==> src/hw/rtl/wsd_pkg.sv <==
`timescale 1ns / 1ps
// ----------------------------------------------------------------------------
// wsd_pkg
// Shared types and constants for the WebSocket frame deframer.
// ----------------------------------------------------------------------------
package wsd_pkg;

   localparam int unsigned MAX_PAYLOAD = 125;

   localparam logic [7:0] FIN_BIT       = 8'h80;
   localparam logic [7:0] OPCODE_MASK   = 8'h0f;
   localparam logic [7:0] LENGTH_MASK   = 8'h7f;
   localparam logic [3:0] OPCODE_BINARY = 4'h2;
   localparam int unsigned KEY_BYTES    = 4;

   typedef enum logic [1:0] {
      KIND_DATA       = 2'd0,
      KIND_EMPTY      = 2'd1,
      KIND_BAD_FRAME  = 2'd2,
      KIND_BAD_OPCODE = 2'd3
   } kind_type;

   typedef enum logic [2:0] {
      PH_HDR0   = 3'd0,
      PH_HDR1   = 3'd1,
      PH_MASK   = 3'd2,
      PH_DATA   = 3'd3,
      PH_CLOSED = 3'd4
   } phase_type;

   typedef struct packed {
      logic       valid;
      kind_type   kind;
      logic [7:0] data;
      logic       last;
   } result_type;

endpackage

==> src/hw/rtl/websocket_frame_deframer.sv <==
`timescale 1ns / 1ps
// ----------------------------------------------------------------------------
// websocket_frame_deframer
// Streaming parser for short, masked, binary WebSocket frames.
// ----------------------------------------------------------------------------
// One received byte enters per transfer on the req_ side, and a new byte is
// taken every cycle while the result register is free or being drained. A byte
// is held in the input register until the result register can take its result,
// then passes the parser logic and lands in the result register, which drives
// the rsp_ side. Header and mask bytes of a frame that passes the header check
// give no result, except the last mask byte of a zero-length frame (kind 1,
// tlast high); the mask bytes are kept as the key. Payload bytes are
// unmasked and forwarded as they arrive, tlast on the final byte. A header that
// fails the check gives kind 2 (not FIN, reserved bits, length over 125, or
// unmasked) or kind 3 (opcode not binary); after either the block drops every
// byte until reset. rsp_tuser carries the kind.
// ----------------------------------------------------------------------------
module websocket_frame_deframer (
   input  logic       clock,
   input  logic       reset,
   input  logic       req_tvalid,
   output logic       req_tready,
   input  logic [7:0] req_tdata,   // [7:0] in_byte
   output logic       rsp_tvalid,
   input  logic       rsp_tready,
   output logic [7:0] rsp_tdata,   // [7:0] data
   output logic [1:0] rsp_tuser,   // [1:0] kind
   output logic       rsp_tlast
);
   import wsd_pkg::*;

   // input register: holds one byte until the parser can take it
   logic       in_vld_ff, in_vld_in;
   logic [7:0] in_byte_ff;

   logic       out_free;
   logic       advance;
   result_type result;

   // advance the held byte only when the result register can take its result
   assign advance    = in_vld_ff && out_free;
   assign req_tready = !in_vld_ff || advance;

   always_comb begin
      in_vld_in = in_vld_ff && !advance;
      if (req_tvalid && req_tready) begin
         in_vld_in = 1'b1;
      end
   end

   always_ff @(posedge clock) begin
      if (reset) begin
         in_vld_ff <= 1'b0;
      end else begin
         in_vld_ff <= in_vld_in;
      end
   end

   always_ff @(posedge clock) begin
      if (req_tvalid && req_tready) begin
         in_byte_ff <= req_tdata;
      end
   end

   wsd_core u_core (
      .clock   (clock),
      .reset   (reset),
      .step    (advance),
      .in_byte (in_byte_ff),
      .result  (result)
   );

   wsd_out_stage u_out (
      .clock      (clock),
      .reset      (reset),
      .load       (advance),
      .result     (result),
      .free       (out_free),
      .rsp_tvalid (rsp_tvalid),
      .rsp_tready (rsp_tready),
      .rsp_tdata  (rsp_tdata),
      .rsp_tuser  (rsp_tuser),
      .rsp_tlast  (rsp_tlast)
   );

   // a held byte that cannot advance stays held
   a_hold_input: assert property (@(posedge clock) disable iff (reset)
      in_vld_ff && !out_free |=> in_vld_ff && $stable(in_byte_ff))
      else $error("held input byte lost while result register busy");

   // only payload results carry data; errors never carry tlast
   a_result_shape: assert property (@(posedge clock) disable iff (reset)
      rsp_tvalid && rsp_tuser != KIND_DATA
      |-> rsp_tdata == 8'd0 && rsp_tlast == (rsp_tuser == KIND_EMPTY))
      else $error("malformed non-payload result");

endmodule

==> src/hw/rtl/wsd_core.sv <==
`timescale 1ns / 1ps
// ----------------------------------------------------------------------------
// wsd_core
// Frame parser: header check, mask capture and payload unmasking.
// ----------------------------------------------------------------------------
module wsd_core (
   input  logic               clock,
   input  logic               reset,
   input  logic               step,
   input  logic [7:0]         in_byte,
   output wsd_pkg::result_type result
);
   import wsd_pkg::*;

   phase_type  phase_ff, phase_in;
   logic [7:0] first_header_ff, first_header_in;
   logic [7:0] mask_key_ff [KEY_BYTES];
   logic [1:0] mask_index_ff, mask_index_in;
   logic [6:0] remaining_ff, remaining_in;
   logic       key_we;

   logic [6:0] len;
   logic       bad_frame;
   logic       bad_opcode;
   logic [6:0] rem_dec;

   assign len        = in_byte[6:0] & LENGTH_MASK[6:0];
   assign bad_frame  = ((first_header_ff & ~OPCODE_MASK) != FIN_BIT)
                       || (len > 7'(MAX_PAYLOAD)) || !in_byte[7];
   assign bad_opcode = (first_header_ff[3:0] & OPCODE_MASK[3:0]) != OPCODE_BINARY;
   assign rem_dec    = (remaining_ff != 7'd0) ? remaining_ff - 7'd1 : 7'd0;

   // next phase
   always_comb begin
      phase_in = phase_ff;
      case (phase_ff)
         PH_HDR0: phase_in = PH_HDR1;
         PH_HDR1: begin
            if (bad_frame || bad_opcode) begin
               phase_in = PH_CLOSED;
            end else begin
               phase_in = PH_MASK;
            end
         end
         PH_MASK: begin
            if (mask_index_ff == 2'd3) begin
               phase_in = (remaining_ff == 7'd0) ? PH_HDR0 : PH_DATA;
            end
         end
         PH_DATA: begin
            if (rem_dec == 7'd0) begin
               phase_in = PH_HDR0;
            end
         end
         PH_CLOSED: phase_in = PH_CLOSED;
         default:   phase_in = PH_CLOSED;
      endcase
   end

   // results and data-path updates
   always_comb begin
      first_header_in = first_header_ff;
      mask_index_in   = mask_index_ff;
      remaining_in    = remaining_ff;
      key_we          = 1'b0;
      result          = '{valid: 1'b0, kind: KIND_DATA, data: 8'd0, last: 1'b0};
      case (phase_ff)
         PH_HDR0: first_header_in = in_byte;
         PH_HDR1: begin
            if (bad_frame) begin
               result.valid = 1'b1;
               result.kind  = KIND_BAD_FRAME;
            end else if (bad_opcode) begin
               result.valid = 1'b1;
               result.kind  = KIND_BAD_OPCODE;
            end else begin
               remaining_in  = len;
               mask_index_in = 2'd0;
            end
         end
         PH_MASK: begin
            key_we        = 1'b1;
            mask_index_in = mask_index_ff + 2'd1;
            if (mask_index_ff == 2'd3 && remaining_ff == 7'd0) begin
               result.valid = 1'b1;
               result.kind  = KIND_EMPTY;
               result.last  = 1'b1;
            end
         end
         PH_DATA: begin
            remaining_in  = rem_dec;
            mask_index_in = (rem_dec == 7'd0) ? 2'd0 : mask_index_ff + 2'd1;
            result.valid  = 1'b1;
            result.kind   = KIND_DATA;
            result.data   = in_byte ^ mask_key_ff[mask_index_ff];
            result.last   = (rem_dec == 7'd0);
         end
         PH_CLOSED: ;
         default:   ;
      endcase
   end

   always_ff @(posedge clock) begin
      if (reset) begin
         phase_ff        <= PH_HDR0;
         first_header_ff <= 8'd0;
         mask_index_ff   <= 2'd0;
         remaining_ff    <= 7'd0;
         for (int i = 0; i < KEY_BYTES; i++) begin
            mask_key_ff[i] <= 8'd0;
         end
      end else if (step) begin
         phase_ff        <= phase_in;
         first_header_ff <= first_header_in;
         mask_index_ff   <= mask_index_in;
         remaining_ff    <= remaining_in;
         if (key_we) begin
            mask_key_ff[mask_index_ff] <= in_byte;
         end
      end
   end

   // once closed, stay closed until reset
   a_closed_sticks: assert property (@(posedge clock) disable iff (reset)
      phase_ff == PH_CLOSED |=> phase_ff == PH_CLOSED)
      else $error("closed parser reopened");

   // payload phase always has bytes left to take
   a_data_nonempty: assert property (@(posedge clock) disable iff (reset)
      phase_ff == PH_DATA |-> remaining_ff != 7'd0)
      else $error("payload phase with zero bytes remaining");

   // an error result always closes the parser
   a_error_closes: assert property (@(posedge clock) disable iff (reset)
      step && result.valid
      && (result.kind == KIND_BAD_FRAME || result.kind == KIND_BAD_OPCODE)
      |=> phase_ff == PH_CLOSED)
      else $error("error result without closing");

endmodule

==> src/hw/rtl/wsd_out_stage.sv <==
`timescale 1ns / 1ps
// ----------------------------------------------------------------------------
// wsd_out_stage
// Result register with stream handshake toward the consumer.
// ----------------------------------------------------------------------------
module wsd_out_stage (
   input  logic               clock,
   input  logic               reset,
   input  logic               load,
   input  wsd_pkg::result_type result,
   output logic               free,
   output logic               rsp_tvalid,
   input  logic               rsp_tready,
   output logic [7:0]         rsp_tdata,
   output logic [1:0]         rsp_tuser,
   output logic               rsp_tlast
);
   import wsd_pkg::*;

   logic       valid_ff, valid_in;
   logic [7:0] data_ff;
   kind_type   kind_ff;
   logic       last_ff;

   assign free = !valid_ff || rsp_tready;

   always_comb begin
      valid_in = valid_ff && !rsp_tready;
      if (load) begin
         valid_in = result.valid;
      end
   end

   always_ff @(posedge clock) begin
      if (reset) begin
         valid_ff <= 1'b0;
      end else begin
         valid_ff <= valid_in;
      end
   end

   always_ff @(posedge clock) begin
      if (load && result.valid) begin
         data_ff <= result.data;
         kind_ff <= result.kind;
         last_ff <= result.last;
      end
   end

   assign rsp_tvalid = valid_ff;
   assign rsp_tdata  = data_ff;
   assign rsp_tuser  = kind_ff;
   assign rsp_tlast  = last_ff;

endmodule
==> config.mk <==
export PLATFORM = sky130hd
export DESIGN_NAME = websocket_frame_deframer
export DESIGN_NICKNAME = d
export VERILOG_FILES = /design/src/hw/rtl/wsd_pkg.sv /design/src/hw/rtl/websocket_frame_deframer.sv /design/src/hw/rtl/wsd_core.sv /design/src/hw/rtl/wsd_out_stage.sv
export SDC_FILE = /design/constraint.sdc
export NUM_CORES = 1
export LEC_CHECK = 0
export BUFFER_PORTS_ARGS = -buffer_cell sky130_fd_sc_hd__clkbuf_2
export CAP_MARGIN = 20
export CORE_ASPECT_RATIO = 1.2
export CORE_MARGIN = 5
export CORE_UTILIZATION = 40
export CTS_BUF_LIST = sky130_fd_sc_hd__clkbuf_2
export CTS_CLUSTER_DIAMETER = 60
export DETAILED_ROUTE_END_ITERATION = 6
export SLEW_MARGIN = 20
export SYNTH_ARGS = -nofsm -noshare
export SYNTH_HDL_FRONTEND = slang
export SYNTH_SLANG_ARGS = --single-unit
==> constraint.sdc <==
create_clock -name clock -period 2.5 [get_ports clock]
set_input_delay 0.125 -clock clock [delete_from_list [all_inputs] [get_ports clock]]
set_output_delay 0.125 -clock clock [all_outputs]
set_load 0.02 [all_outputs]
# [Yosys cells after proc, flatten, opt, wreduce, memory -nomap -nowiden]
# Memories as Yosys holds them, arrays and structs flattened. A register that Yosys moved wholly into a read port is not among the register bits.
# Index checks and enable logic that the tools add are counted.
# Widths: inputs -> output; s select.
[word_totals] wordCells=85 in_bits=12 ramBits=32 out_inout_bits=13 mem_count=1 regBits=41
[classes] muxes=33 add_sub_neg=2 n_eq_ne=10 n_reduce_logical=27 n_bitwise=1 order_cmp=1
[mem_list] name="u_core.mask_key_ff" depth=4 width=8 rd=1 rd_ports_with_merged_regs=1 write_ports=4 line="wsd_core.sv:17" source="logic [7:0] mask_key_ff [KEY_BYTES];"
[op_table] op="$mux 7" n=3
[op_table] op="$mux 3" n=6
[op_table] op="$logic_not 7->1" n=2
[op_table] op="$mux 2" n=7
[op_table] op="$pmux 7 s2" n=1
[op_table] op="$pmux 3 s4" n=1
[op_table] op="$mux 1" n=11
[op_table] op="$pmux 3 s3" n=1
[op_table] op="$mux 8" n=1
[op_table] op="$reduce_and 4->1" n=2
[op_table] op="$reduce_or 8->1" n=1
[op_table] op="$xor 8x8->8" n=1
[op_table] op="$gt 7x7->1 const B" n=1
[op_table] op="$reduce_bool 7->1" n=1
[op_table] op="$sub 7x1->7 const B" n=1
[op_table] op="$eq 3x2->1 const B" n=2
[op_table] op="$logic_and 1x1->1" n=6
[op_table] op="$pmux 2 s3" n=1
[op_table] op="$logic_not 1->1" n=5
[op_table] op="$logic_or 1x1->1" n=5
[op_table] op="$ne 2x1->1 const B" n=2
[op_table] op="$ne 2x2->1 const B" n=2
[op_table] op="$ne 4x2->1 const B" n=1
[op_table] op="$ne 4x4->1 const B" n=1
[op_table] op="9 further kinds" n=9

# [Longest topological paths before layout]
[logic_depth] depth_word=8 mapped_depth=8

# [Modules after synthesis]
# Synthesis repeated with hierarchy kept, for this count alone.
[hier_totals] hier_cells=281 hier_area_um2=3429.5
[by_module_without_submodules] mod="wsd_core" area_per_inst_um2=2736.4 instances=1 seq_area_each_um2=1401.3 cells_each=251
[by_module_without_submodules] mod="wsd_out_stage" area_per_inst_um2=390.4 instances=1 seq_area_each_um2=350.3 cells_each=16
[by_module_without_submodules] mod="websocket_frame_deframer" area_per_inst_um2=302.8 instances=1 seq_area_each_um2=260.2 cells_each=14

# [Least setup slack after synthesis]
# Ideal clock, no wire load.
[synth_timing] kind="register to register" start="register u_core.phase_ff[2]" end="memory u_core.mask_key_ff[1][0], enable pin" path_stages_with_launch=9 required_ns=2.171 synth_period_minus_slack_ns=1.994 setup_slack_ns=0.506 path_buffers=3 arrival_ns=1.664 cell_sequence="dfxtp_1 buf_2 nand2b_2 nor2_1 and3_1 buf_2 and3b_1 clkbuf_1 or2_1"
[synth_lines] item="start, declared" line="wsd_core.sv:15" source="phase_type phase_ff, phase_in;"
[synth_lines] item="start signal, assigned" line="wsd_core.sv:113" source="phase_ff <= phase_in;"
[synth_lines] item="end, declared" line="wsd_core.sv:17"

# [Final worst setup path]
[layout_timing] start="register in_byte_ff[5]" end="register u_out.data_ff[1] (netlist: u_out.rsp_tdata[1]), enable pin"
[layout_via] elab_chain_cells=6
[layout_lines] item="start, declared" line="websocket_frame_deframer.sv:34" source="logic [7:0] in_byte_ff;"
[layout_lines] item="start signal, assigned" line="websocket_frame_deframer.sv:61" source="in_byte_ff <= req_tdata;"
[layout_lines] item="$gt 7x7->1" line="wsd_core.sv:29" source="|| (len > 7'(MAX_PAYLOAD)) || !in_byte[7];"
[layout_lines] item="$logic_or 1x1->1 (2 in series)" line="wsd_core.sv:29"
[layout_lines] item="$mux 3" line="wsd_core.sv:70" source="if (bad_frame) begin"
[layout_lines] item="$pmux 3 s3" line="wsd_core.sv:67" source="case (phase_ff)"
[layout_lines] item="$logic_and 1x1->1" line="wsd_out_stage.sv:43" source="if (load && result.valid) begin"
[layout_lines] item="end signal, assigned" line="wsd_out_stage.sv:44" source="data_ff <= result.data;"
[layout_lines] item="end, declared" line="wsd_out_stage.sv:21" source="logic [7:0] data_ff;"
# Every way passes these cells.
# A chain may end at the register's enable or synchronous reset.

==> reports/metrics.yaml <==
outcome: "completed"
drv_cap: 0
synthCells: 286
path_class: "reg2reg"
vias_per_cell: 5.25
p_sw_share_pct: 23.4
critical_path.startpoint_type: "register"
antenna_found_initial: 0
power_frac_comb_pct: 7.6
synth_simple_gate_area_share_pct: 20.6
clk_pin_slew_ns: 0.20
crit_family: "simple AND/OR/NAND/NOR gates"
p_sw_uw: 544
post-place-ws_ns: 0.354
finalCriticalPeriod_ns: 2.17
cts_root_buffer: "clkbuf_2"
final_antenna_net_count: 0
cp_data_required_time_ns: 2.67
post_cts_buffers: 0
clk_latency_ns: 0.52
cts_tree: "yes"
timing.fmax_ghz: 0.461
power_leakage_nw: 1.50
grt_max_degree: 27
initial_core_util_pct: 40.9
critical_path.slowest_cell: "edfxtp_1"
p_total_mw: 2.32
vdd_drop_max_mv: 0.343
hold_violations: 0
maxSlewHeadroom_pct: 61.0
rows: 37
p_seq_share_pct: 60.0
dieArea_um2: 10700
dp.final_hpwl_um: 5510
crit_arrival_ns: 2.34
synth-async-reset-ratio_pct: 0
io_buffer_count: 24
yosysUniqueCellTypes: 54
whs_ns: 0.305
drt-total-wl_um: 7620
yosys.area.top_type: "edfxtp_1"
core_um2: 8560
dr.pass1.iters: 4
synth_edf_count: 51
final_core_util_pct: 46.7
end_kind: "register"
crit_path_cell_trace: "and4_1, nand3_1, nand4b_1, and3_1"
ios: 25
areaGrowthSynthToFinish_pct: 14.1
yosys-top-cells-area: "edfxtp_1 44%, dfxtp_1 14%, and2_1 6.1%"
p_int_mw: 1.78
power.density_nw_per_um2: 581
fin_nets: 339
crit_fanout: 12
fp.dieW_um: 95.5
post_route_cells_drive_above_1_share_pct: 20.3
synth-adder-area-share_pct: 0.714
die_h_um: 113
grt_pass1_vias: 2392
synth-warning-count: 0
gr-usage-met3_pct: 4.36
synth_mux_area_share_pct: 8.60
antenna_cells: 0
ys.flop_type: "edfxtp_1"
final.setup.tns_ns: 0
rsz0062_at_grt: "no"
synth_top_area_share_pct: 43.7
nFillCells: 788
routedWlPerCell_um: 17.0
grt_pass1_wl_um: 12300
synth_top_family_by_area: "simple AND/OR/NAND/NOR gates"
hp-class: "in2reg"
numCtsBuffers: 9
critPathBufInv: 0
setup_viol: 0
tightest_slew_ns: 0.581
drv_slew: 0
grt_use_total_pct: 15.3
ctsHtreeMaxLevel: 3
clockBufferDepth: 2
use_met1_pct: 17.7
fin_ws_ns: 0.331
grtUsageMet2_pct: 26.5
ys_ff_latch: 75
clock_sinks: 75
netlist_area_um2: 3510
synth-compound-area-share_pct: 7.17
busiest_layer: "met2"
period_share_pct: 86.8
avgSynthCellArea_um2: 12.3
clkPwrFrac_pct: 32.4
drt_iter0_markers: 153
ys_seq_area_share_pct: 57.4
final.setup_skew_ns: 0.0221
cp_slowest_stage_delay_ns: 0.61
via_count: 2348
syn_nets: 300
drc: 0
synthXorXnorAreaFrac_pct: 2.25
grt_overflow: 0
routabilityCongestion: 0.838
==> what timing repair did <==
| item | 4_1_cts | 5_1_grt |
|---|---|---|
| hold buffers | 12 | 0 |
| endpoints found under the hold margin | 11 | 0 |
| gates resized for setup | 0 | 0 |
| setup endpoints to repair | 0 | 0 |
==> registers in the layout, indices dropped and copies added (netlist names), 2 cells and up, named ones only <==
| register | cells |
|---|---|
| u_out.rsp_tuser | 2 |
| u_core.first_header_ff | 8 |
| u_core.remaining_ff | 7 |
| in_byte_ff | 8 |
| u_core.phase_ff | 3 |
| u_core.mask_index_ff | 2 |
| u_core.mask_key_ff | 32 |
| u_out.rsp_tdata | 8 |
==> per-stage QoR <==
stage | instance area, um^2 | instances
after floorplan | 3510 | 286
after global placement | 3750 | 419
after detailed placement | 3750 | 419
after CTS | 4000 | 447
after global routing | 4000 | 447
final | 4000 | 447
==> per-layer routing <==
layer  share of wire (%)  vias up
met5                   0        -
met4                 2.5        0
met3                 3.6       14
met2                  52       52
met1                  42     1148
li1                    -     1134
==> cells in the mapped netlist, drive strengths merged (2+ instances only) <==
cell and count:
edfxtp 51, and2 34, nor2 30, dfxtp 24, clkbuf 11, mux2i 11, nand2 10, mux4 8
xnor2 8, a211oi 6, a21oi 6, buf 6, inv 6, nor3 6, and3 5, or2 5
nand3 4, a2111oi 3, a31oi 3, a32o 3, nand3b 3, nor2b 3, nor3b 3, nor4 3
nor4b 3, a221oi 2, and3b 2, ha 2, nand2b 2, nand4 2, nand4b 2, o21a 2
o21ai 2, o31ai 2, or4 2
==> cell families after synthesis <==
| kind of cell | after synthesis |
|---|---|
| AO/OA/AOI/OAI | 34 |
| XOR/XNOR | 9 |
| AND/OR/NAND/NOR | 123 |
| adder cells (fa/ha/maj) | 2 |
| multiplexers | 20 |
| buffers and inverters | 23 |
| flip-flops | 75 |
==> power by group through the flow <==
stage	sequential [mW]	combinational (mW)	clock (mW)
after global routing	1.40	0.193	0.834
after global placement	1.42	0.160	0
after floorplan	1.41	0.114	0
after detailed placement	1.42	0.162	0
final	1.39	0.176	0.753
after CTS	1.39	0.177	0.773
==> cell usage in the layout, fill, tap and decap left out, drive strengths merged, types with 4 or more instances in the layout <==
cell type and count:
nor3 6, dlygate4sd3 12, a211oi 6, a21oi 6, and3 5, mux2i 11
clkbuf 35, edfxtp 51, or2 5, inv 6, and2 34, xnor2 8
nor2 30, dfxtp 24, nand3 4, buf 9, nand2 10, mux4 8
==> worst paths after layout <==
check                                               from                                endpoint  slack, ns  cells after the start
setup / recovery                 in_byte_ff[5]$_DFFE_PP_        u_out.rsp_tdata[1]$_SDFFCE_PN0P_       0.33                      4
hold / removal                              req_tdata[5]                 in_byte_ff[5]$_DFFE_PP_       0.30                      2
setup reg to reg                 in_byte_ff[5]$_DFFE_PP_        u_out.rsp_tdata[1]$_SDFFCE_PN0P_       0.33                      4
hold reg to reg   u_core.first_header_ff[1]$_SDFFE_PP0P_  u_core.first_header_ff[1]$_SDFFE_PP0P_       0.52                      2
==> layout make-up <==
class	count	area, um^2	area share (%)
inverter	6	22.5	0.563
timing repair buffer	45	308	7.69
sequential	75	2010	50.3
tap	117	146	3.66
clock buffer	11	55.1	1.38
clock inverter	5	77.6	1.94
multi-input combinational	188	1380	34.5
==> worst register-to-register path, stage by stage, from the launching register on <==
cell	delay, ns
edfxtp_1	0.61
and4_1	0.25
nand3_1	0.20
nand4b_1	0.22
and3_1	0.55
No activity file was read; power rests on OpenSTA's default activity.
